**src/rtl/mfd_pkg.sv**
```systemverilog
// shared types, constants and helpers of the moveable feast date generator
package mfd_pkg;

    // saturation bounds of the input year
    localparam logic [13:0] YEAR_MIN = 14'd1583;
    localparam logic [13:0] YEAR_MAX = 14'd9999;

    // holiday codes, also the order of emission
    localparam logic [2:0] HOL_CARNIVAL_START = 3'd0;
    localparam logic [2:0] HOL_CARNIVAL_END   = 3'd1;
    localparam logic [2:0] HOL_GOOD_FRIDAY    = 3'd2;
    localparam logic [2:0] HOL_EASTER         = 3'd3;
    localparam logic [2:0] HOL_ASCENSION      = 3'd4;
    localparam logic [2:0] HOL_WHITSUNTIDE    = 3'd5;

    // month numbers that matter for month lengths
    localparam logic [3:0] MONTH_FEB = 4'd2;
    localparam logic [3:0] MONTH_MAR = 4'd3;
    localparam logic [3:0] MONTH_APR = 4'd4;
    localparam logic [3:0] MONTH_JUN = 4'd6;
    localparam logic [3:0] MONTH_SEP = 4'd9;
    localparam logic [3:0] MONTH_NOV = 4'd11;

    // entries between the computus pipeline and the emitter
    localparam int unsigned QUEUE_DEPTH = 2;

    // easter date of one year plus its leap flag
    typedef struct packed {
        logic [4:0] day;
        logic [3:0] month;
        logic       leap;
    } t_easter;

    // day offset of each holiday from easter sunday
    function automatic logic signed [7:0] feast_offset(input logic [2:0] hol);
        logic signed [7:0] off;
        unique case (hol)
            HOL_CARNIVAL_START: off = -8'sd49;
            HOL_CARNIVAL_END:   off = -8'sd47;
            HOL_GOOD_FRIDAY:    off = -8'sd2;
            HOL_EASTER:         off = 8'sd0;
            HOL_ASCENSION:      off = 8'sd39;
            HOL_WHITSUNTIDE:    off = 8'sd49;
            default:            off = 8'sd0;
        endcase
        return off;
    endfunction

    // gregorian month length
    function automatic logic [4:0] month_len(input logic [3:0] mon, input logic leap);
        logic [4:0] len;
        unique case (mon)
            MONTH_FEB:                                  len = leap ? 5'd29 : 5'd28;
            MONTH_APR, MONTH_JUN, MONTH_SEP, MONTH_NOV: len = 5'd30;
            default:                                    len = 5'd31;
        endcase
        return len;
    endfunction

endpackage

```
**src/rtl/mfd_year_if.sv**
```systemverilog
// input channel carrying one year per transfer
interface mfd_year_if;
    logic        valid;
    logic        ready;
    logic [13:0] year;

    modport source (output valid, output year, input ready);
    modport sink   (input valid, input year, output ready);
endinterface

```
**src/rtl/mfd_feast_if.sv**
```systemverilog
// output channel carrying one holiday date per transfer
interface mfd_feast_if;
    logic       valid;
    logic       ready;
    logic [2:0] holiday;
    logic [4:0] day_of_month;
    logic [3:0] month_number;
    logic       last;

    modport source (output valid, output holiday, output day_of_month,
                    output month_number, output last, input ready);
    modport sink   (input valid, input holiday, input day_of_month,
                    input month_number, input last, output ready);
endinterface

```
**src/rtl/mfd_front.sv**
```systemverilog
// front end: eight stage computus pipeline from year to easter date
module mfd_front (
    input  logic             i_clk,
    input  logic             i_rst_n,
    mfd_year_if.sink         i_year_ch,
    output logic             o_push,
    output mfd_pkg::t_easter o_entry,
    input  logic             i_full
);
    import mfd_pkg::*;

    logic       w_en;
    logic [7:0] r_vld;

    // stage 1
    logic [13:0] r1_year;
    // stage 2
    logic [23:0] w_p100;
    logic [25:0] w_p19;
    logic [13:0] r2_year;
    logic [6:0]  r2_q100;
    logic [9:0]  r2_q19;
    // stage 3
    logic [13:0] w_m100, w_r100, w_m19, w_r19;
    logic        w_c_hi;
    logic [6:0]  w_b, w_c;
    logic [4:0]  w_a;
    logic        w_leap;
    logic [4:0]  r3_a;
    logic [6:0]  r3_b, r3_c;
    logic        r3_leap;
    // stage 4
    logic [6:0]  w_fn, w_fr;
    logic [18:0] w_pf;
    logic [2:0]  w_fq, w_f;
    logic [4:0]  r4_a, r4_d, r4_i;
    logic [6:0]  r4_b;
    logic [2:0]  r4_f;
    logic [1:0]  r4_e, r4_k;
    logic        r4_leap;
    // stage 5
    logic [6:0]  w_gn, w_gr;
    logic [22:0] w_pg;
    logic [5:0]  w_gq, w_g;
    logic [8:0]  w_s;
    logic [8:0]  r5_s;
    logic [5:0]  r5_g;
    logic [4:0]  r5_a, r5_i;
    logic [1:0]  r5_e, r5_k;
    logic        r5_leap;
    // stage 6
    logic [8:0]  w_hs, w_hr;
    logic [20:0] w_ph;
    logic [4:0]  w_hq, w_h;
    logic [4:0]  r6_h, r6_a, r6_i;
    logic [1:0]  r6_e, r6_k;
    logic        r6_leap;
    // stage 7
    logic [6:0]  w_ls, w_lr;
    logic [20:0] w_pl;
    logic [3:0]  w_lq;
    logic [2:0]  w_l;
    logic [4:0]  r7_a, r7_h;
    logic [2:0]  r7_l;
    logic        r7_leap;
    // stage 8
    logic [9:0]  w_ms;
    logic        w_m, w_apr;
    logic [7:0]  w_base;
    t_easter     w_ent, r8_ent;

    // whole pipeline stalls only when its last stage cannot drain
    assign w_en            = !(r_vld[7] && i_full);
    assign i_year_ch.ready = w_en;
    assign o_push          = r_vld[7] && !i_full;
    assign o_entry         = r8_ent;

    always_ff @(posedge i_clk) begin
        if (!i_rst_n) begin
            r_vld <= '0;
        end else if (w_en) begin
            r_vld <= {r_vld[6:0], i_year_ch.valid};
        end
    end

    // reciprocal quotients, one correction each
    assign w_p100 = 24'(r1_year) * 24'd655;
    assign w_p19  = 26'(r1_year) * 26'd3449;

    assign w_m100 = 14'(r2_q100) * 14'd100;
    assign w_r100 = r2_year - w_m100;
    assign w_c_hi = (w_r100[7:0] >= 8'd100);
    assign w_b    = r2_q100 + 7'(w_c_hi);
    assign w_c    = w_c_hi ? 7'(w_r100[7:0] - 8'd100) : w_r100[6:0];
    assign w_m19  = 14'(r2_q19) * 14'd19;
    assign w_r19  = r2_year - w_m19;
    assign w_a    = (w_r19[5:0] >= 6'd19) ? 5'(w_r19[5:0] - 6'd19) : w_r19[4:0];
    // century years are leap only when the century divides by four
    assign w_leap = (w_c == 7'd0) ? (w_b[1:0] == 2'd0) : (w_c[1:0] == 2'd0);

    assign w_fn = r3_b + 7'd8;
    assign w_pf = 19'(w_fn) * 19'd2621;
    assign w_fq = w_pf[18:16];
    assign w_fr = w_fn - 7'(w_fq) * 7'd25;
    assign w_f  = (w_fr >= 7'd25) ? w_fq + 3'd1 : w_fq;

    assign w_gn = r4_b - 7'(r4_f) + 7'd1;
    assign w_pg = 23'(w_gn) * 23'd21845;
    assign w_gq = w_pg[21:16];
    assign w_gr = w_gn - 7'(w_gq) * 7'd3;
    assign w_g  = (w_gr >= 7'd3) ? w_gq + 6'd1 : w_gq;
    assign w_s  = 9'(r4_a) * 9'd19 + 9'(r4_b) + 9'd15 - 9'(r4_d);

    assign w_hs = r5_s - 9'(r5_g);
    assign w_ph = 21'(w_hs) * 21'd2184;
    assign w_hq = w_ph[20:16];
    assign w_hr = w_hs - 9'(w_hq) * 9'd30;
    assign w_h  = (w_hr >= 9'd30) ? 5'(w_hr - 9'd30) : w_hr[4:0];

    assign w_ls = 7'd32 + 7'({r6_e, 1'b0}) + 7'({r6_i, 1'b0}) - 7'(r6_h) - 7'(r6_k);
    assign w_pl = 21'(w_ls) * 21'd9362;
    assign w_lq = w_pl[19:16];
    assign w_lr = w_ls - 7'(w_lq) * 7'd7;
    assign w_l  = (w_lr >= 7'd7) ? 3'(w_lr - 7'd7) : w_lr[2:0];

    // packed date base lies in 107..149, so march or april only
    assign w_ms   = 10'(r7_a) + 10'(r7_h) * 10'd11 + 10'(r7_l) * 10'd22;
    assign w_m    = (w_ms >= 10'd451);
    assign w_base = 8'd114 + 8'(r7_h) + 8'(r7_l) - (w_m ? 8'd7 : 8'd0);
    assign w_apr  = (w_base >= 8'd124);

    always_comb begin
        w_ent.month = w_apr ? MONTH_APR : MONTH_MAR;
        w_ent.day   = 5'(w_base - (w_apr ? 8'd123 : 8'd92));
        w_ent.leap  = r7_leap;
    end

    always_ff @(posedge i_clk) begin
        if (w_en) begin
            if (i_year_ch.year < YEAR_MIN) begin
                r1_year <= YEAR_MIN;
            end else if (i_year_ch.year > YEAR_MAX) begin
                r1_year <= YEAR_MAX;
            end else begin
                r1_year <= i_year_ch.year;
            end

            r2_year <= r1_year;
            r2_q100 <= w_p100[22:16];
            r2_q19  <= w_p19[25:16];

            r3_a    <= w_a;
            r3_b    <= w_b;
            r3_c    <= w_c;
            r3_leap <= w_leap;

            r4_a    <= r3_a;
            r4_b    <= r3_b;
            r4_d    <= r3_b[6:2];
            r4_e    <= r3_b[1:0];
            r4_i    <= r3_c[6:2];
            r4_k    <= r3_c[1:0];
            r4_f    <= w_f;
            r4_leap <= r3_leap;

            r5_s    <= w_s;
            r5_g    <= w_g;
            r5_a    <= r4_a;
            r5_e    <= r4_e;
            r5_i    <= r4_i;
            r5_k    <= r4_k;
            r5_leap <= r4_leap;

            r6_h    <= w_h;
            r6_a    <= r5_a;
            r6_e    <= r5_e;
            r6_i    <= r5_i;
            r6_k    <= r5_k;
            r6_leap <= r5_leap;

            r7_a    <= r6_a;
            r7_h    <= r6_h;
            r7_l    <= w_l;
            r7_leap <= r6_leap;

            r8_ent  <= w_ent;
        end
    end

endmodule

```
**src/rtl/mfd_queue.sv**
```systemverilog
// small register queue of easter dates between front and back end
module mfd_queue (
    input  logic             i_clk,
    input  logic             i_rst_n,
    input  logic             i_push,
    input  mfd_pkg::t_easter i_data,
    output logic             o_full,
    input  logic             i_pop,
    output mfd_pkg::t_easter o_data,
    output logic             o_empty
);
    import mfd_pkg::*;

    localparam int unsigned PTR_W = (QUEUE_DEPTH > 1) ? $clog2(QUEUE_DEPTH) : 1;
    localparam int unsigned CNT_W = $clog2(QUEUE_DEPTH + 1);

    t_easter            r_mem [QUEUE_DEPTH];
    logic [PTR_W-1:0]   r_wr, r_rd;
    logic [CNT_W-1:0]   r_cnt;
    logic               w_wr, w_rd;

    assign o_full  = (r_cnt == CNT_W'(QUEUE_DEPTH));
    assign o_empty = (r_cnt == '0);
    assign w_wr    = i_push && !o_full;
    assign w_rd    = i_pop && !o_empty;
    assign o_data  = r_mem[r_rd];

    always_ff @(posedge i_clk) begin
        if (w_wr) begin
            r_mem[r_wr] <= i_data;
        end
    end

    always_ff @(posedge i_clk) begin
        if (!i_rst_n) begin
            r_wr  <= '0;
            r_rd  <= '0;
            r_cnt <= '0;
        end else begin
            if (w_wr) begin
                r_wr <= (r_wr == PTR_W'(QUEUE_DEPTH - 1)) ? '0 : r_wr + 1'b1;
            end
            if (w_rd) begin
                r_rd <= (r_rd == PTR_W'(QUEUE_DEPTH - 1)) ? '0 : r_rd + 1'b1;
            end
            if (w_wr && !w_rd) begin
                r_cnt <= r_cnt + 1'b1;
            end else if (w_rd && !w_wr) begin
                r_cnt <= r_cnt - 1'b1;
            end
        end
    end

endmodule

```
**src/rtl/mfd_back.sv**
```systemverilog
// back end: walks the six holiday offsets of one easter date, one per cycle while the output is taken
module mfd_back (
    input  logic             i_clk,
    input  logic             i_rst_n,
    input  logic             i_empty,
    input  mfd_pkg::t_easter i_data,
    output logic             o_pop,
    mfd_feast_if.source      o_feast_ch
);
    import mfd_pkg::*;

    t_easter           r_ent;
    logic              r_busy;
    logic [2:0]        r_idx;
    logic              r_out_valid;
    logic [2:0]        r_hol;
    logic [4:0]        r_day;
    logic [3:0]        r_mon;
    logic              r_last;
    logic              w_load, w_done;
    logic signed [7:0] w_sd;
    logic [3:0]        w_mon;

    assign w_load = r_busy && (!r_out_valid || o_feast_ch.ready);
    assign w_done = w_load && (r_idx == HOL_WHITSUNTIDE);
    assign o_pop  = !i_empty && (!r_busy || w_done);

    // offsets reach at most two month borders either way
    always_comb begin
        w_sd  = $signed({3'b000, r_ent.day}) + feast_offset(r_idx);
        w_mon = r_ent.month;
        for (int j = 0; j < 2; j++) begin
            if (w_sd < 8'sd1) begin
                w_mon = w_mon - 4'd1;
                w_sd  = w_sd + $signed({3'b000, month_len(w_mon, r_ent.leap)});
            end
        end
        for (int j = 0; j < 2; j++) begin
            if (w_sd > $signed({3'b000, month_len(w_mon, r_ent.leap)})) begin
                w_sd  = w_sd - $signed({3'b000, month_len(w_mon, r_ent.leap)});
                w_mon = w_mon + 4'd1;
            end
        end
    end

    always_ff @(posedge i_clk) begin
        if (!i_rst_n) begin
            r_busy      <= 1'b0;
            r_idx       <= HOL_CARNIVAL_START;
            r_out_valid <= 1'b0;
        end else begin
            if (w_load) begin
                r_out_valid <= 1'b1;
            end else if (o_feast_ch.ready) begin
                r_out_valid <= 1'b0;
            end
            if (o_pop) begin
                r_busy <= 1'b1;
                r_idx  <= HOL_CARNIVAL_START;
            end else if (w_done) begin
                r_busy <= 1'b0;
                r_idx  <= HOL_CARNIVAL_START;
            end else if (w_load) begin
                r_idx <= r_idx + 3'd1;
            end
        end
    end

    always_ff @(posedge i_clk) begin
        if (o_pop) begin
            r_ent <= i_data;
        end
        if (w_load) begin
            r_hol  <= r_idx;
            r_day  <= w_sd[4:0];
            r_mon  <= w_mon;
            r_last <= (r_idx == HOL_WHITSUNTIDE);
        end
    end

    assign o_feast_ch.valid        = r_out_valid;
    assign o_feast_ch.holiday      = r_hol;
    assign o_feast_ch.day_of_month = r_day;
    assign o_feast_ch.month_number = r_mon;
    assign o_feast_ch.last         = r_last;

endmodule

```
**src/rtl/moveable_feast_date_generator.sv**
```systemverilog
// top level of the moveable feast date generator
// Each year transferred on i_year_ch (clamped to 1583..9999) produces six transfers on
// o_feast_ch, in the order carnival start, carnival end, good friday, easter, ascension and
// whitsuntide, with last set on the sixth. The back end emits one date per cycle while
// o_feast_ch is ready, and that emitter, not the pipeline, sets the sustained rate of years.
// On its way out a year passes, in order, the eight computus stages, the queue write, the
// emitter's working register and its output register. Both ends may stall freely; the queue
// lets new years enter while earlier dates are still being emitted.
module moveable_feast_date_generator (
    input  logic        i_clk,
    input  logic        i_rst_n,
    mfd_year_if.sink    i_year_ch,
    mfd_feast_if.source o_feast_ch
);
    import mfd_pkg::*;

    // front to queue
    logic    w_push;
    logic    w_full;
    t_easter w_push_ent;

    // queue to back
    logic    w_pop;
    logic    w_empty;
    t_easter w_pop_ent;

    // computus pipeline: saturates the year and finds easter plus the leap flag
    mfd_front u_front (
        .i_clk     (i_clk),
        .i_rst_n   (i_rst_n),
        .i_year_ch (i_year_ch),
        .o_push    (w_push),
        .o_entry   (w_push_ent),
        .i_full    (w_full)
    );

    // decouples the pipeline from the slower emitter
    mfd_queue u_queue (
        .i_clk   (i_clk),
        .i_rst_n (i_rst_n),
        .i_push  (w_push),
        .i_data  (w_push_ent),
        .o_full  (w_full),
        .i_pop   (w_pop),
        .o_data  (w_pop_ent),
        .o_empty (w_empty)
    );

    // emitter: applies the six offsets with month carry and drives the output register
    mfd_back u_back (
        .i_clk      (i_clk),
        .i_rst_n    (i_rst_n),
        .i_empty    (w_empty),
        .i_data     (w_pop_ent),
        .o_pop      (w_pop),
        .o_feast_ch (o_feast_ch)
    );

    // last marks whitsuntide and nothing else
    a_last_on_whitsun: assert property (@(posedge i_clk) disable iff (!i_rst_n)
        o_feast_ch.valid |->
            (o_feast_ch.last == (o_feast_ch.holiday == HOL_WHITSUNTIDE)))
        else $error("last flag does not match holiday");

    // within a year the next date follows right after a transfer, holiday counting up
    a_next_holiday: assert property (@(posedge i_clk) disable iff (!i_rst_n)
        (o_feast_ch.valid && o_feast_ch.ready && !o_feast_ch.last) |=>
            (o_feast_ch.valid && (o_feast_ch.holiday == 3'($past(o_feast_ch.holiday) + 3'd1))))
        else $error("holiday sequence broken");

    // all feasts fall between february and june
    a_date_range: assert property (@(posedge i_clk) disable iff (!i_rst_n)
        o_feast_ch.valid |->
            (o_feast_ch.month_number >= MONTH_FEB && o_feast_ch.month_number <= MONTH_JUN
             && o_feast_ch.day_of_month != 5'd0))
        else $error("feast date out of range");

    // queue cannot be full and empty together
    a_queue_state: assert property (@(posedge i_clk) disable iff (!i_rst_n)
        !(w_full && w_empty))
        else $error("queue full and empty");

endmodule

```
**src/flat_wrapper.sv**
```systemverilog
// flat-port wrapper written by rule: the top's interface ports become plain ports
module moveable_feast_date_generator_flat import mfd_pkg::*;
  (i_clk, i_rst_n, i_year_ch_valid, i_year_ch_year, i_year_ch_ready, o_feast_ch_valid, o_feast_ch_holiday, o_feast_ch_day_of_month, o_feast_ch_month_number, o_feast_ch_last, o_feast_ch_ready);
  mfd_year_if i_year_ch_i ();
  mfd_feast_if o_feast_ch_i ();
  input  logic i_clk;
  input  logic i_rst_n;
  input wire logic [$bits(i_year_ch_i.valid)-1:0] i_year_ch_valid;
  input wire logic [$bits(i_year_ch_i.year)-1:0] i_year_ch_year;
  output wire logic [$bits(i_year_ch_i.ready)-1:0] i_year_ch_ready;
  output wire logic [$bits(o_feast_ch_i.valid)-1:0] o_feast_ch_valid;
  output wire logic [$bits(o_feast_ch_i.holiday)-1:0] o_feast_ch_holiday;
  output wire logic [$bits(o_feast_ch_i.day_of_month)-1:0] o_feast_ch_day_of_month;
  output wire logic [$bits(o_feast_ch_i.month_number)-1:0] o_feast_ch_month_number;
  output wire logic [$bits(o_feast_ch_i.last)-1:0] o_feast_ch_last;
  input wire logic [$bits(o_feast_ch_i.ready)-1:0] o_feast_ch_ready;
  assign i_year_ch_i.valid = i_year_ch_valid;
  assign i_year_ch_i.year = i_year_ch_year;
  assign i_year_ch_ready = i_year_ch_i.ready;
  assign o_feast_ch_valid = o_feast_ch_i.valid;
  assign o_feast_ch_holiday = o_feast_ch_i.holiday;
  assign o_feast_ch_day_of_month = o_feast_ch_i.day_of_month;
  assign o_feast_ch_month_number = o_feast_ch_i.month_number;
  assign o_feast_ch_last = o_feast_ch_i.last;
  assign o_feast_ch_i.ready = o_feast_ch_ready;
  moveable_feast_date_generator u_core (.i_clk(i_clk), .i_rst_n(i_rst_n), .i_year_ch(i_year_ch_i), .o_feast_ch(o_feast_ch_i));
endmodule
```
**config.mk**
```make
export PLATFORM = sky130hd
export DESIGN_NAME = moveable_feast_date_generator_flat
export DESIGN_NICKNAME = d
export VERILOG_FILES = /design/src/rtl/mfd_pkg.sv /design/src/rtl/mfd_year_if.sv /design/src/rtl/mfd_feast_if.sv /design/src/rtl/mfd_front.sv /design/src/rtl/mfd_queue.sv /design/src/rtl/mfd_back.sv /design/src/rtl/moveable_feast_date_generator.sv /design/src/flat_wrapper.sv
export SDC_FILE = /design/constraint.sdc
export NUM_CORES = 1
export LEC_CHECK = 0
export BUFFER_PORTS_ARGS = -buffer_cell sky130_fd_sc_hd__buf_2
export CAP_MARGIN = 25
export CELL_PAD_IN_SITES_DETAIL_PLACEMENT = 0
export CELL_PAD_IN_SITES_GLOBAL_PLACEMENT = 2
export CORE_MARGIN = 4
export CORE_UTILIZATION = 40
export DETAILED_ROUTE_END_ITERATION = 6
export PLACE_DENSITY_LB_ADDON = 0.1
export SLEW_MARGIN = 20
export SYNTH_ARGS = -nofsm -noshare
export SYNTH_HDL_FRONTEND = slang
export SYNTH_HIERARCHICAL = 1
export SYNTH_SLANG_ARGS = --single-unit
```
**constraint.sdc**
```tcl
create_clock -name i_clk -period 9.4 [get_ports i_clk]
set_input_delay 1.88 -clock i_clk [delete_from_list [all_inputs] [get_ports i_clk]]
set_output_delay 1.88 -clock i_clk [all_outputs]
set_load 0.005 [all_outputs]
```
# After elaboration in Yosys (flattened, before gate mapping)
# Memory sizes are Yosys's and may differ from the RTL's. A register that Yosys moved wholly into a read port is not among the register bits.
# Cells that the tools add are included.
[totals] reg_bits=193 mem_bits_rw=20 input_bits=18 wordCells=219 memories=1
[classes] add_sub_neg=44 multipliers=15 order_cmp=14 eq_ne=25 n_mux=39 n_bitwise=1 n_reduce_logical=32
[mem_list] name="u_core.u_queue.r_mem" depth=2 word_bits=10 read_ports=1 rd_clocked_by_memory_dff=1 write_ports=1 line="mfd_queue.sv:17" text="t_easter r_mem [QUEUE_DEPTH];"
[ops] cell="8-bit case mux with 5 select lines" n=1
[ops] cell="5-bit two-way mux" n=7
[ops] cell="4-bit by 3-bit == test with 1-bit output (second input constant)" n=8
[ops] cell="4-bit == test (second input constant)" n=8
[ops] cell="14-bit by 12-bit multiplier with 26-bit output (second input constant)" n=1
[ops] cell="8-bit two-way mux" n=3
[ops] cell="14-bit by 10-bit multiplier with 23-bit output (second input constant)" n=1
[ops] cell="7-bit by 15-bit multiplier with 22-bit output (second input constant)" n=1
[ops] cell="7-bit subtractor" n=3
[ops] cell="7-bit by 12-bit multiplier with 19-bit output (second input constant)" n=1
[ops] cell="7-bit by 13-bit multiplier with 19-bit output (second input constant)" n=1
[ops] cell="9-bit by 9-bit multiplier with 18-bit output (second input constant)" n=1
[ops] cell="8-bit by 6-bit adder with 8-bit output" n=2
[ops] cell="4-bit by 2-bit == test with 1-bit output (second input constant)" n=4
[ops] cell="8-bit by 7-bit greater-or-equal comparator with 1-bit output (second input constant)" n=2
[ops] cell="8-bit by 6-bit > comparator with 1-bit output" n=2
[ops] cell="8-bit by 2-bit < comparator with 1-bit output (second input constant)" n=2
[ops] cell="4-bit two-way mux" n=4
[ops] cell="2-bit case mux with 2 select lines" n=4
[ops] cell="4-bit OR reduction" n=4
[ops] cell="3-bit two-way mux" n=5
[ops] cell="14-bit > comparator (second input constant)" n=1
[ops] cell="14-bit by 11-bit < comparator with 1-bit output (second input constant)" n=1
[ops] cell="14-bit two-way mux" n=1
[ops] cell="66 further kinds" n=102

# Depth between registers and ports, before layout
[depth] depth_word=21 depth_mapped=43

# Cells and area by module
# Netlist, hierarchy kept.
[modules_own_cells] module="mfd_front" n_inst=1 cells_each=1804 area_each_um2=19232.2 seq_area_each_um2=4664.5
[modules_own_cells] module="mfd_back" n_inst=1 cells_each=388 area_each_um2=3363.2 seq_area_each_um2=790.8
[modules_own_cells] module="mfd_queue" n_inst=1 cells_each=57 area_each_um2=945.9 seq_area_each_um2=700.7

# Least setup slack after synthesis
# No wires, ideal clock.
[synth_timing] path_kind="reg2reg" from="reg u_core.u_back.r_idx[0]" to="reg u_core.u_back.r_day[4] (netlist: u_core/u_back/o_feast_ch.day_of_month[4]) (data pin)" setup_time_ps=267 arrival_time_ps=8623 t_required_ps=9133 slack_ps=510 stages_incl_launch_ff=39 period_less_slack_ps=8890 path_cell_list="dfxtp_1 inv_1 ha_1 or2_2 ha_1 ha_1 or3_1 o31ai_1 or3b_4 a211o_4 a21oi_1 a31o_2 clkbuf_1 nand2_1 o21ai_0 inv_1 ha_1 and3b_1 (+3 left out) mux2_2 ha_1 nand2_1 nand2_1 or3b_2 o21a_1 buf_2 mux2_2 inv_1 ha_1 a21boi_0 o22ai_1 ha_1 fa_1 a21oi_1 a32oi_4 nor4b_2 xor2_1"
[synth_between] elab_chain_len=20 elab_cells_between_ends=48 classes_between="7 x add/sub; 4 x order compare; 19 x eq/ne; 14 x mux; 4 x reduce/logical"
[synth_lines] item="start: declaration" line="mfd_back.sv:14" text="logic [2:0] r_idx;"
[synth_lines] item="start signal: assignment" line="mfd_back.sv:64" text="r_idx <= r_idx + 3'd1;"
[synth_lines] item="3-bit == test (tied with other cells)" line="mfd_pkg.sv:37" text="unique case (hol)"
[synth_lines] item="8-bit case mux with 5 select lines (*)" line="mfd_pkg.sv:37"
[synth_lines] item="6-bit by 8-bit adder with 8-bit output (*)" line="mfd_back.sv:30" text="w_sd = $signed({3'b000, r_ent.day}) + feast_offset(r_idx);"
[synth_lines] item="8-bit by 2-bit < comparator with 1-bit output" line="mfd_back.sv:33" text="if (w_sd < 8'sd1) begin"
[synth_lines] item="4-bit two-way mux" line="mfd_back.sv:33"
[synth_lines] item="4-bit by 1-bit subtractor with 4-bit output" line="mfd_back.sv:34" text="w_mon = w_mon - 4'd1;"
[synth_lines] item="4-bit by 3-bit == test with 1-bit output or 4-bit == test (tied branches)" line="mfd_pkg.sv:52" text="unique case (mon)"
[synth_lines] item="4-bit OR reduction" line="mfd_pkg.sv:52"
[synth_lines] item="(+5 left out)"
[synth_lines] item="4-bit two-way mux" line="mfd_back.sv:39" text="if (w_sd > $signed({3'b000, month_len(w_mon, r_ent.leap)})) begin"
[synth_lines] item="4-bit by 3-bit == test with 1-bit output or 4-bit == test (tied branches)" line="mfd_pkg.sv:52"
[synth_lines] item="4-bit OR reduction" line="mfd_pkg.sv:52"
[synth_lines] item="2-bit case mux with 2 select lines" line="mfd_pkg.sv:52"
[synth_lines] item="5-bit two-way mux" line="mfd_back.sv:39"
[synth_lines] item="5-bit subtractor" line="mfd_back.sv:40" text="w_sd = w_sd - $signed({3'b000, month_len(w_mon, r_ent.leap)});"
[synth_lines] item="5-bit two-way mux (*)" line="mfd_back.sv:39"
[synth_lines] item="named net u_core.u_back.w_sd[4]" line="mfd_back.sv:21" text="logic signed [7:0] w_sd;"
[synth_lines] item="end signal: assignment" line="mfd_back.sv:75" text="r_day <= w_sd[4:0];"
[synth_lines] item="end: declaration" line="mfd_back.sv:17" text="logic [4:0] r_day;"
# Mark *: on every way through the listed nets, which the timed path passes. The rest lies on a longest branch. The select of a mux whose other input is x is not followed.
# A chain may end at the register's enable or synchronous reset.

# Final worst setup path
[layout_timing] from="reg u_core.u_back.r_idx[1]" to="reg u_core.u_back.r_day[4] (netlist: u_core/u_back/o_feast_ch.day_of_month[4]) (data pin)"
# The elaborated chain is that of the path after synthesis.

==> impl_results.md <==
- Max Cap Viol: 0
- Die height: 251 um
- H-tree depth: 1
- Clock latency on the worst-skew pair: 0.54 ns
- Synth warnings: 6
- Nets: 2964
- Die footprint: 62800 um^2
- R2r setup slk: 0.51 ns
- Pin count of the biggest net entering global routing: 62
- Minimum clock period: 8.89 ns
- Vias in the first global route: 15700
- DP HPWL: 37.2 mm
- Distinct cells, synth: 93
- WL final: 45.5 mm
- Synthesized instance count: 2249
- Vias per inst: 4.93
- Number of synthesized register bits: 211
- Primary FF master, synth: edfxtp_1
- Final Max Tran Viols: 0
- Final GP Congestion: 0.806
- Core area: 58000 um^2
- Max Fclk: 112 MHz
- Root Buffer: clkbuf_16
- Fraction of registers with async set/reset: 0%
- GR Overflow Total: 0
- Outcome: completed
- Syn_area_per_cell: 10.5 um^2
- Post-synthesis sequential area ratio: 26.1%
- M1 GR Usage: 21.1%
- Critical Path Max Stage Delay: 0.50 ns
- DR vias: 15200
- Total track usage: 14.6%
- Register area: 6160 um^2
- Area grow syn2layout: 9.00%
- RSZ-0062 raised after global routing: no
- Multi-input gate area: 15600 um^2
- Ratio of cells with drive above 1 in the final layout: 7.60%
- First-pass GRT wire length: 77.8 mm
- Most Frequent Cell on Critical Path: ha_1
- Ant diodes: 0
- Net Count, Synth: 2903
- Row cnt: 88
- Kind of critical path: flip-flop to flip-flop
- CTS Hold Bufs: 0
- Slowest CP cell: or3b_2
- Drt drc: 0
- CP required: 9.68 ns
- Worst hold path depth: 0
- CTS tree: done
- Final setup fails: 0
- CTS clk-pin slew, worst paths: 0.06 ns
- Initial core utilization: 40.6%
- GR peak layer: met2
- Cts bufs inserted: 27
- Initial DRC Count: 560
- Ports: 33
- Worst R2R End: u_core/u_back/o_feast_ch.day_of_month[4]
- Initial antenna violation count: 0
- Setup TNS: 0 ns
- Synthesized area: 23500 um^2
- Crit Path Max Fanout: 6
- Slew headroom: 32.6%
- CP Data Arrival Time: 9.17 ns
- Reg2Reg Depth: 37
- Fillers: 5548
- Kind of start point of the critical path: flip-flop
- IO Port Bufs: 32
- Hold_sp: u_core/u_front/r5_i[4]
- Fin crit share: 94.6%
- Die X: 251 um
- Met2 usage: 24.4%
- Clock Skew: 0.0141 ns
- Worst Hold End: u_core/u_front/r6_i[4]
- Worst Hold Class: flip-flop to flip-flop
- Wirelength per Cell: 14.7 um
- Pre-Repair DR Iteration Count: 4
- Number of synthesized flops with an enable pin: 193
- Routed Antenna Nets: 0
- Worst r2r src: u_core/u_back/r_idx[1]
- M3 GR Usage: 1.48%
- Hold Vio Cnt, Final: 0
- Sink Count: 211
- CP Capture Type: flip-flop
- Worst-margin pin slew: 1.01 ns
- Clk buf depth: 3
state kept, by name, summed over array words and instances (netlist names), 6 cells and up, named ones only:
| register | count |
|---|---|
| u_core/u_queue/r_mem | 20 |
| u_core/u_front/r1_year | 14 |
| u_core/u_back/r_ent | 10 |
| u_core/u_front/r5_s | 9 |
| u_core/u_front/o_entry | 8 |
| u_core/u_front/r2_year | 8 |
| u_core/u_front/r_vld | 8 |
| u_core/u_front/r2_q100 | 7 |
| u_core/u_front/r3_b | 7 |
| u_core/u_front/r3_c | 7 |
| u_core/u_front/r2_q19 | 6 |
| u_core/u_front/r5_g | 6 |
cells in the mapped netlist, types with 12 or more instances:
cell type | count | area share, %
xnor2_1 | 123 | 4.6
a21oi_1 | 88 | 1.9
nor3_1 | 21 | 0.45
nor2_1 | 88 | 1.4
nand3_1 | 39 | 0.83
ha_1 | 466 | 25
mux2i_1 | 13 | 0.55
a21boi_0 | 14 | 0.45
inv_1 | 464 | 7.4
dfxtp_1 | 18 | 1.5
o21ai_0 | 50 | 1.1
o21a_1 | 13 | 0.41
or2_2 | 15 | 0.40
mux2_2 | 19 | 0.91
xor2_1 | 56 | 2.1
edfxtp_1 | 193 | 25
clkbuf_1 | 14 | 0.22
a21o_1 | 52 | 1.7
or3_1 | 12 | 0.32
o21bai_1 | 24 | 0.77
nor2b_1 | 20 | 0.53
nand2_1 | 73 | 1.2
fa_1 | 170 | 14
timing repair:
| item | in CTS | in global routing |
|---|---|---|
| setup endpoints to repair | 1 | 13 |
| pin swaps | 0 | 6 |
| resized for setup | 1 | 16 |
| hold endpoints to repair | 0 | 0 |
| setup buffers | 0 | 3 |
| gates cloned | 0 | 0 |
kinds of logic after synthesis:
family                   after synthesis  share of synthesized area (%)
multiplexers                          32                           1.46
buffers and inverters                487                           7.88
AND/OR/NAND/NOR                      347                           7.69
AO/OA/AOI/OAI                        353                           10.7
XOR/XNOR                             182                           6.92
other                                  1                         0.0159
flip-flops                           211                           26.1
adder cells (fa/ha/maj)              636                           39.2
layer usage:
| metal | share of wire, % | vias to the layer above |
|---|---|---|
| li1 | - | 7781 |
| met1 | 51 | 7319 |
| met2 | 46 | 99 |
| met3 | 1.7 | 45 |
| met4 | 1.6 | 0 |
| met5 | 0 | - |
per-stage QoR:
step | worst slack (ns) | hold WS [ns] | cell area [um^2] | instances | utilization [%]
floorplan | 0.510 | 0.400 | 23500 | 2249 | -
global placement | 0.249 | 0.400 | 24700 | 3043 | 42.6
detailed placement | 0.0234 | 0.405 | 24700 | 3043 | 42.6
CTS | 0.113 | 0.414 | 25600 | 3091 | 44.1
global route | 0.00592 | 0.425 | 25700 | 3094 | 44.2
finish | 0.506 | 0.415 | 25700 | 3094 | 44.2
cells in the final DEF (no fill, tap or decap), drive strengths merged, types with 20 or more instances in the layout:
cell / n
a21oi: 88
inv: 467
xnor2: 124
nor3: 23
ha: 466
buf: 55
edfxtp: 193
xor2: 56
o21bai: 24
nor2: 89
clkbuf: 32
o21ai: 53
a21o: 52
fa: 170
nand2: 73
nor2b: 20
nand3: 39
worst max-delay path by stage:
stage	startpoint	endpoint	slack [ns]	cells past startpoint
final	u_core/u_back/r_idx[1]	u_core/u_back/o_feast_ch.day_of_month[4]	0.51	37
after floorplan	u_core/u_back/r_idx[0]	u_core/u_back/o_feast_ch.day_of_month[4]	0.51	38
after CTS	u_core/u_back/r_idx[1]	u_core/u_back/o_feast_ch.day_of_month[4]	0.11	37
after global routing	u_core/u_back/r_idx[1]	u_core/u_back/o_feast_ch.day_of_month[4]	0.006	37
after detailed placement	u_core/u_back/r_idx[1]	u_core/u_back/o_feast_ch.day_of_month[4]	0.02	37
after global placement	u_core/u_back/r_idx[1]	u_core/u_back/o_feast_ch.day_of_month[4]	0.25	37
final cells by class:
cell class,instances,share of cell area [%]
inverter,464,6.79
timing repair buffer,55,1.30
tap,765,3.73
clock inverter,16,0.575
sequential,211,24.0
multi-input combinational,1551,60.8
clock buffer,32,2.82
critical path: cells and delay by family (launching register included):
kind / cells / cell delay (ns)
multiplexers: 2 / 0.64
AND/OR/NAND/NOR: 10 / 2.42
adder cells (fa/ha/maj): 10 / 2.64
flip-flops: 1 / 0.36
XOR/XNOR: 1 / 0.10
buffers and inverters: 3 / 0.24
AO/OA/AOI/OAI: 11 / 2.21
Power is not shown: default switching activity piles up to over one toggle a cycle in this logic, so the estimate is an artifact.
